[src/rtl/deq_pkg.sv]
// Shared types and codes for the deduplicating event ring queue.
package deq_pkg;

   localparam int unsigned IdWidth        = 32;
   localparam int unsigned OccupancyWidth = 3;

   typedef enum logic {
      OP_ENQUEUE = 1'b0,
      OP_DEQUEUE = 1'b1
   } op_type;

   typedef enum logic [2:0] {
      STATUS_STORED       = 3'd0,
      STATUS_STORED_EVICT = 3'd1,
      STATUS_ZERO_ID      = 3'd2,
      STATUS_DUPLICATE    = 3'd3,
      STATUS_DELIVERED    = 3'd4,
      STATUS_EMPTY        = 3'd5
   } status_type;

   typedef struct packed {
      op_type               operation;
      logic [IdWidth-1:0]   event_id;
      logic                 event_flag;
   } req_type;

   typedef struct packed {
      status_type                  status;
      logic [IdWidth-1:0]          out_event_id;
      logic                        out_event_flag;
      logic [OccupancyWidth-1:0]   occupancy;
   } rsp_type;

   typedef struct packed {
      logic [IdWidth-1:0] id;
      logic               flag;
   } entry_type;

   typedef struct packed {
      logic shift;
      logic load;
   } cell_ctl_type;

endpackage

[src/rtl/deq_cell.sv]
// One queue cell: holds one event record, shifts toward the head, compares its identifier.
module deq_cell
   import deq_pkg::*;
(
   input  logic               clock,
   input  logic               reset,
   input  cell_ctl_type       ctl,
   input  entry_type          load_entry,
   input  entry_type          right_entry,
   input  logic               right_valid,
   input  logic [IdWidth-1:0] cmp_id,
   output entry_type          entry,
   output logic               valid,
   output logic               match
);

   entry_type entry_ff, entry_in;
   logic      valid_ff, valid_in;

   // A load has priority: on an eviction the last cell shifts and loads at once.
   always_comb begin
      priority if (ctl.load) begin
         entry_in = load_entry;
         valid_in = 1'b1;
      end else if (ctl.shift) begin
         entry_in = right_entry;
         valid_in = right_valid;
      end else begin
         entry_in = entry_ff;
         valid_in = valid_ff;
      end
   end

   always_ff @(posedge clock) begin
      entry_ff <= entry_in;
   end

   always_ff @(posedge clock) begin
      if (reset) begin
         valid_ff <= 1'b0;
      end else begin
         valid_ff <= valid_in;
      end
   end

   assign entry = entry_ff;
   assign valid = valid_ff;
   assign match = valid_ff && (entry_ff.id == cmp_id);

endmodule

[src/rtl/dedup_event_ring_queue.sv]
// Top level of the deduplicating event queue: control, cell row and response register.
//
//   Channel   Ports                           Direction  Transfer when
//   request   start, busy, req_item           in         start high and busy low at a clock edge
//   response  rsp_valid, rsp_item             out        every cycle in which rsp_valid is high
//
// For every access the request is decoded and the whole cell row is updated at the
// accepting edge, and the response appears in the following cycle.
// A new request may be taken in every cycle; busy is held low.
// Reset is synchronous and clears the occupancy count, all cell valid bits and the
// response strobe; the stored records themselves are not cleared.
// The receiver cannot stall: each response is shown for exactly one cycle.
module dedup_event_ring_queue
   import deq_pkg::*;
#(
   parameter int unsigned QUEUE_DEPTH = 4
) (
   input  logic    clock,
   input  logic    reset,
   input  logic    start,
   output logic    busy,
   input  req_type req_item,
   output logic    rsp_valid,
   output rsp_type rsp_item
);

   localparam int unsigned CountWidth = $clog2(QUEUE_DEPTH + 1);

   // The queue is kept compacted: cell 0 holds the oldest record, and cells
   // 0 .. count-1 are valid. A dequeue or an eviction shifts the row one cell
   // toward the head; a store loads the first free cell, or the last cell when
   // the row is full and has just shifted.
   logic [CountWidth-1:0]  count_ff, count_in;
   rsp_type                rsp_ff, rsp_in;
   logic                   rsp_valid_ff;

   cell_ctl_type           cell_ctl   [QUEUE_DEPTH];
   entry_type              cell_entry [QUEUE_DEPTH];
   logic [QUEUE_DEPTH-1:0] cell_valid;
   logic [QUEUE_DEPTH-1:0] cell_match;

   logic                   accept;
   logic                   is_enqueue;
   logic                   zero_id;
   logic                   duplicate;
   logic                   full;
   logic                   empty;
   logic                   store;
   logic                   shift;
   logic [CountWidth-1:0]  load_slot;
   entry_type              new_entry;

   assign busy   = 1'b0;
   assign accept = start && !busy;

   assign is_enqueue = (req_item.operation == OP_ENQUEUE);
   assign zero_id    = (req_item.event_id == '0);
   assign duplicate  = |cell_match;
   assign full       = (count_ff == CountWidth'(QUEUE_DEPTH));
   assign empty      = (count_ff == '0);

   // The zero check comes before the duplicate check, and a duplicate is refused
   // even on a full queue, so nothing is evicted for it.
   assign store = accept && is_enqueue && !zero_id && !duplicate;
   assign shift = (store && full) || (accept && !is_enqueue && !empty);

   assign load_slot = full ? CountWidth'(QUEUE_DEPTH - 1) : count_ff;

   assign new_entry.id   = req_item.event_id;
   assign new_entry.flag = req_item.event_flag;

   for (genvar i = 0; i < QUEUE_DEPTH; i++) begin : g_cell
      entry_type right_entry;
      logic      right_valid;

      if (i == QUEUE_DEPTH - 1) begin : g_last
         assign right_entry = '0;
         assign right_valid = 1'b0;
      end else begin : g_inner
         assign right_entry = cell_entry[i+1];
         assign right_valid = cell_valid[i+1];
      end

      assign cell_ctl[i].shift = shift;
      assign cell_ctl[i].load  = store && (load_slot == CountWidth'(i));

      deq_cell u_cell (
         .clock       (clock),
         .reset       (reset),
         .ctl         (cell_ctl[i]),
         .load_entry  (new_entry),
         .right_entry (right_entry),
         .right_valid (right_valid),
         .cmp_id      (req_item.event_id),
         .entry       (cell_entry[i]),
         .valid       (cell_valid[i]),
         .match       (cell_match[i])
      );
   end

   // Count update and response formation. The occupancy in the response is the
   // count after this access.
   always_comb begin
      count_in               = count_ff;
      rsp_in.status          = STATUS_EMPTY;
      rsp_in.out_event_id    = '0;
      rsp_in.out_event_flag  = 1'b0;
      if (accept) begin
         if (is_enqueue) begin
            priority if (zero_id) begin
               rsp_in.status = STATUS_ZERO_ID;
            end else if (duplicate) begin
               rsp_in.status = STATUS_DUPLICATE;
            end else if (full) begin
               rsp_in.status = STATUS_STORED_EVICT;
            end else begin
               rsp_in.status = STATUS_STORED;
               count_in      = count_ff + 1'b1;
            end
         end else begin
            if (empty) begin
               rsp_in.status = STATUS_EMPTY;
            end else begin
               rsp_in.status         = STATUS_DELIVERED;
               rsp_in.out_event_id   = cell_entry[0].id;
               rsp_in.out_event_flag = cell_entry[0].flag;
               count_in              = count_ff - 1'b1;
            end
         end
      end
      rsp_in.occupancy = OccupancyWidth'(count_in);
   end

   always_ff @(posedge clock) begin
      if (reset) begin
         count_ff     <= '0;
         rsp_valid_ff <= 1'b0;
      end else begin
         count_ff     <= count_in;
         rsp_valid_ff <= accept;
      end
   end

   always_ff @(posedge clock) begin
      rsp_ff <= rsp_in;
   end

   assign rsp_valid = rsp_valid_ff;
   assign rsp_item  = rsp_ff;

   // The number of valid cells always equals the count.
   a_valid_matches_count : assert property (@(posedge clock) disable iff (reset)
      $countones(cell_valid) == int'(count_ff))
      else $error("cell valid bits disagree with occupancy count");

   a_count_bounded : assert property (@(posedge clock) disable iff (reset)
      count_ff <= CountWidth'(QUEUE_DEPTH))
      else $error("occupancy count exceeds queue depth");

   a_rsp_follows_accept : assert property (@(posedge clock) disable iff (reset)
      rsp_valid_ff |-> $past(accept))
      else $error("response strobe without an accepted request");

   a_evict_keeps_full : assert property (@(posedge clock) disable iff (reset)
      (rsp_valid_ff && rsp_ff.status == STATUS_STORED_EVICT)
         |-> count_ff == CountWidth'(QUEUE_DEPTH))
      else $error("eviction did not leave the queue full");

   a_refused_keeps_count : assert property (@(posedge clock) disable iff (reset)
      (accept && is_enqueue && (zero_id || duplicate)) |=> $stable(count_ff))
      else $error("refused enqueue changed the occupancy");

endmodule
[config.mk]
export PLATFORM = sky130hd
export DESIGN_NAME = dedup_event_ring_queue
export DESIGN_NICKNAME = d
export VERILOG_FILES = /design/src/rtl/deq_pkg.sv /design/src/rtl/deq_cell.sv /design/src/rtl/dedup_event_ring_queue.sv
export SDC_FILE = /design/constraint.sdc
export NUM_CORES = 1
export LEC_CHECK = 0
export BUFFER_PORTS_ARGS = -buffer_cell sky130_fd_sc_hd__buf_2
export CAP_MARGIN = 20
export CORE_UTILIZATION = 62
export CTS_BUF_LIST = sky130_fd_sc_hd__clkbuf_4 sky130_fd_sc_hd__clkbuf_8
export DETAILED_ROUTE_END_ITERATION = 16
export PLACE_DENSITY = 0.82
export SYNTH_ARGS = -nofsm -noshare
export SYNTH_HDL_FRONTEND = slang
export SYNTH_SLANG_ARGS = --single-unit
[constraint.sdc]
create_clock -name clock -period 3.97 [get_ports clock]
set_input_delay 0.397 -clock clock [delete_from_list [all_inputs] [get_ports clock]]
set_output_delay 0.397 -clock clock [all_outputs]
set_load 0.02 [all_outputs]
Word-level counts from Yosys, hierarchy flattened
Cells that the tools add are included.
- register bits: 179
- output and inout port bits: 41
- add/subtract/negate cells: 2
- equal/unequal tests: 8
- multiplexer cells: 28
- bitwise gates (word level): 2
- reduce and logical (&&, ||, !) cells: 27
- operators by type and width (cell ; count):
    $mux W33 ; 8
    $eq A32 B32 Y1 ; 4
    $logic_not A32 Y1 ; 1
    $mux W3 ; 8
    $logic_and A1 B1 Y1 ; 14
    $mux W1 ; 10
    $reduce_bool A2 Y1 ; 4
    $eq A3 B2 Y1 const B ; 2
    $logic_not A3 Y1 ; 2
    $mux W2 ; 2
    $reduce_or A4 Y1 ; 1
    $add A3 B1 Y3 const B ; 1
    $eq A3 B1 Y1 const B ; 1
    $eq A3 B3 Y1 const B ; 1
    $logic_not A1 Y1 ; 3
    $reduce_or A3 Y1 ; 1
    $sub A3 B1 Y3 const B ; 1
    $not A1 Y1 ; 2
    $logic_or A1 B1 Y1 ; 1

Logic depth before layout (Yosys ltp)
- depth in word-level cells: 9
- mapped depth: 10
- depth with buffers taken out: 7

Hierarchy
A second synthesis with hierarchy kept.
- cells, all modules: 618
- area, all modules: 8700.8 sq um
- modules (own cells, without submodules) (module ; instances ; cells each ; area an instance (sq um)):
    deq_cell ; 4 ; 119 ; 1781.7
    dedup_event_ring_queue ; 1 ; 142 ; 1574.0

Worst setup path after synthesis
OpenSTA, ideal clock, no wires.
- kind: input port to flip-flop
- from: in req_item[9] (netlist name)
- to: reg g_cell[3].u_cell.entry_ff (netlist bit g_cell[3].u_cell.entry[0]), enable pin
- library setup time: 0.490 ns
- arrival time: 2.700 ns
- data required time: 3.480 ns
- slack: 0.780 ns
- cell stages on the path: 9
- path buffers: 2
- path through: buf_2 > xor2_1 > nor4_1 > nand4_1 > or3_1 > and4_4 > buf_6 > a31oi_1 > nand2b_1
- word-level cells in the longest chain between the ends: 8
- elaborated cells between the ends (all ways): 18
- classes of those cells: eq/ne (4); reduce/logical (14)
- ends and longest elaborated chain (item ; RTL line ; text):
    start, declared ; dedup_event_ring_queue.sv:22 ; input req_type req_item,
    $eq A32 B32 Y1 ; deq_cell.sv:48 ; assign match = valid_ff && (entry_ff.id == cmp_id);
    $logic_and A1 B1 Y1 ; deq_cell.sv:48 ;
    $reduce_or A4 Y1 ; dedup_event_ring_queue.sv:58 ; assign duplicate = |cell_match;
    $logic_not A1 Y1 ; dedup_event_ring_queue.sv:64 ; assign store = accept && is_enqueue && !zero_id && !duplicate;
    $logic_and A1 B1 Y1 (*) ; dedup_event_ring_queue.sv:64 ;
    $logic_and A1 B1 Y1 ; dedup_event_ring_queue.sv:65 ; assign shift = (store && full) || (accept && !is_enqueue && !empty);
    $logic_or A1 B1 Y1 ; dedup_event_ring_queue.sv:65 ;
    $reduce_bool A2 Y1 (no source line) (*) ; - ;
    end signal, assigned ; deq_cell.sv:35 ; entry_ff <= entry_in;
    end, declared ; deq_cell.sv:17 ; entry_type entry_ff, entry_in;
Every way passes the cells marked *; elsewhere a longest branch is shown, timed or not.
A chain may end at the register's enable or synchronous reset.

Worst setup path in the final report
- from: reg g_cell[0].u_cell.entry_ff (netlist bit g_cell[0].u_cell.entry[4])
- to: reg g_cell[3].u_cell.entry_ff (netlist bit g_cell[3].u_cell.entry[4]), enable pin
- word-level cells in the longest chain between the ends: 8
- elaborated cells between the ends (all ways): 9
- classes of those cells: eq/ne (1); reduce/logical (8)
- ends and longest elaborated chain (item ; RTL line):
    start, declared ; deq_cell.sv:17
    start signal, assigned ; deq_cell.sv:35
    $eq A32 B32 Y1 (*) ; deq_cell.sv:48
    $logic_and A1 B1 Y1 (*) ; deq_cell.sv:48
    $reduce_or A4 Y1 (*) ; dedup_event_ring_queue.sv:58
    $logic_not A1 Y1 (*) ; dedup_event_ring_queue.sv:64
    $logic_and A1 B1 Y1 (*) ; dedup_event_ring_queue.sv:64
    $logic_and A1 B1 Y1 ; dedup_event_ring_queue.sv:65
    $logic_or A1 B1 Y1 ; dedup_event_ring_queue.sv:65
    $reduce_bool A2 Y1 (no source line) (*) ; -
Marked as above.

==> metrics.md <==
| Metric | Value |
|---|---|
| Share of flip-flops with an asynchronous set or reset | 0 |
| DR WL met2 | 8390 um |
| Clk slew on worst S/H paths | 100 ps |
| Total wire length | 18200 um |
| CP arrival | 3490 ps |
| Clock Skews | 14.1 ps |
| Nets | 764 |
| Final ANT Viol Nets | 0 |
| Number of global-route vias before repair | 5133 |
| Top Metal Used | met4 |
| Worst R2R Path Depth | 8 |
| Pre-CTS worst setup slack | 575 ps |
| Slew Viols, Final | 0 |
| # resized after CTS | 0 |
| Router iterations before antenna repair | 4 |
| Int Power | 3.18 mW |
| GP Congestion | 1.02 |
| Leading post-synthesis cells by cell area | edfxtp_1 (43%), mux2_4 (14%), dfxtp_1 (10%) |
| Delay-heaviest family, CP | simple AND/OR/NAND/NOR gates |
| Residual DRC | 0 |
| Data required, critical path | 4190 ps |
| Synth unique cells | 41 |
| Crit path cell chain | xor2_1, nor4_1, nand4_1, or3_1, and4_4, a31oi_1, nand2b_1, buf_12 |
| Sequential share of power | 0.535 |
| Fraction of layout cells with a size suffix above 1 | 0.305 |
| Cell taking the most area after synthesis | edfxtp_1 |
| CTS tree | done |
| Seq/Total Area, Yosys | 0.531 |
| Hold WC Path Type | in -> reg |
| Port Buf Inserts | 76 |
| Fmax | 306 MHz |
| Worst path bufs/invs | 1 |
| Detailed-placement wirelength estimate | 13600 um |
| Post-layout min period | 3260 ps |
| Combinational power share | 0.166 |
| # clock sinks | 179 |
| Starting Density | 0.636 |
| Layout area overhead | 7.97% |
| Met3 WL | 990 um |
| Syn_area_per_cell | 13.8 sq um |
| Post-DR vias/cell | 5.77 |
| Pin count of the biggest net entering global routing | 43 |
| Final worst setup slack | 705 ps |
| Core Area | 14500 sq um |
| Grt ovf | 0 |
| CP endpoint kind | flip-flop |
| Die H | 124 um |
| Worst skew pair latency | 460 ps |
| MaxCap Viol Count | 0 |
| Hold depth | 2 |
| Std-Cell Rows | 44 |
| Vias | 5300 |
| Pleak | 3.96 nW |
| Post-Syn Instances | 670 |
| Final hold vios | 0 |
| Critical Path Start Type | flip-flop |
| Share of the synthesized area in the top cell type | 0.429 |
| Die ar. | 15400 sq um |
| Synth top cells by count | edfxtp_1 (132), xnor2_1 (85), mux2_4 (84), and2_1 (67), dfxtp_1 (47) |
| Post-place instance area | 9560 sq um |
| Final core occ | 0.687 |
| Post-CTS Setup Inserts | 0 |
| Switching Fraction | 0.262 |
| CTS buffer count | 17 |
| Worst slew margin | 0.573 |
| Mapped Nets | 713 |
| Switching power | 1.13 mW |
| Netlist Area Pre-Place | 9250 sq um |
| Longest Clk Path Bufs | 2 |
| First-pass GRT wire length | 28000 um |
| Crit Path Class | reg -> reg |
| Worst-Margin Slew | 634 ps |
| Maximum vdd ir drop | 0.228 mV |
| Fin crit share | 0.822 |
| Root Buffer | clkbuf_8 |
| EDFF count, synth | 132 |
| Status | complete, no violations |
| Final setup viols | 0 |
| Die width | 124 um |
| All-Layer GR Usage | 0.252 |
| Stages on worst setup path | 8 |
| Main synth FF type | edfxtp_1 |
| Setup TNS | 0 ps |
| RSZ-0062 raised after global routing | false |
| Most common cell in the synthesized netlist | edfxtp_1 |
| Clock Power Share | 0.300 |
| Power per cell area | 433 nW/um^2 |
| Routed length per instance | 19.8 um |
| Ant diodes | 0 |
| Post-CTS Hold Buffers | 0 |
| Yosys reg bits | 179 |
| Initial antenna violation count | 0 |
| Max stage delay on crit path | 520 ps |
| Top-Level Pins | 78 |
| Number of DRC markers in iteration 0 | 384 |
| H-tree depth | 4 |
| Yosys warns | 0 |
| Finished layout cell area | 9980 sq um |
| Worst path slowest cell | a31oi_1 |
| CP max FO | 26 |
| M1 WL | 8040 um |
final cells by class:
cell class | count | area, sq um
Sequential cell | 179 | 4900
Fill cell | 1063 | 4550
Multi-Input combinational cell | 431 | 3870
Timing Repair Buffer | 86 | 531
Clock buffer | 18 | 241
Tap cell | 184 | 230
Clock inverter | 14 | 178
Inverter | 6 | 22.5
registers in the layout, summed over array words and instances, names as in the netlist:
name                 cells
g_cell.u_cell.entry    132
rsp_item                39
g_cell.u_cell.valid      4
count_ff                 3
rsp_valid                1
kinds of logic after synthesis:
kind of cell               count (synthesis)  synth area share
and+or+nand+nor                          169             0.114
muxes                                    101             0.157
AOI/OAI and AO/OA                         26            0.0179
buffers and inverters                     60            0.0506
other                                      1          0.000406
DFF                                      179             0.531
adders and majority gates                  6           0.00812
xor gates and xnor gates                 128             0.121
through the flow:
step / power [mW] / cells / hold slack [ps]
2_1_floorplan: 2.89 / 670 / 420
3_5_place_dp: 3.06 / 886 / 468
6_report: 4.32 / 918 / 219
5_1_grt: 4.50 / 918 / 208
4_1_cts: 4.34 / 918 / 191
3_3_place_gp: 3.04 / 886 / 432
power groups by stage:
| stage | combinational, mW | clock [mW] | sequential, mW |
|---|---|---|---|
| floorplan | 0.527 | 0 | 2.36 |
| global placement | 0.692 | 0 | 2.34 |
| detailed placement | 0.713 | 0 | 2.35 |
| CTS | 0.716 | 1.32 | 2.31 |
| global route | 0.772 | 1.40 | 2.33 |
| finish | 0.716 | 1.29 | 2.31 |
cells in the final DEF (no fill, tap or decap), drive strengths merged, types with 2 or more instances in the layout:
cell	count
buf	86
nor3	6
clkbuf	18
mux2	100
xor2	43
o21ai	9
nand3	11
nor2	7
and3	6
ha	6
nand4	26
inv	9
nor2b	8
edfxtp	132
and4	2
nand2b	3
bufinv	3
and2	67
dfxtp	47
a31oi	5
clkinv	5
nand2	9
nor4	21
xnor2	85
a21oi	3
a22oi	4
clkinvlp	3
layer usage:
metal / vias up / GRT usage
li1: 2479 / -
met5: - / 0
met2: 210 / 0.380
met4: 0 / 0.150
met1: 2569 / 0.345
met3: 42 / 0.0398
worst paths after layout:
kind,start,to,slack (ps)
max,g_cell[0].u_cell.entry[4],g_cell[3].u_cell.entry[4],710
min,start,rsp_valid,220
max reg2reg,g_cell[0].u_cell.entry[4],g_cell[3].u_cell.entry[4],710
min reg2reg,g_cell[0].u_cell.entry[0],rsp_item[3],480
(Power assumes the default switching activity.)
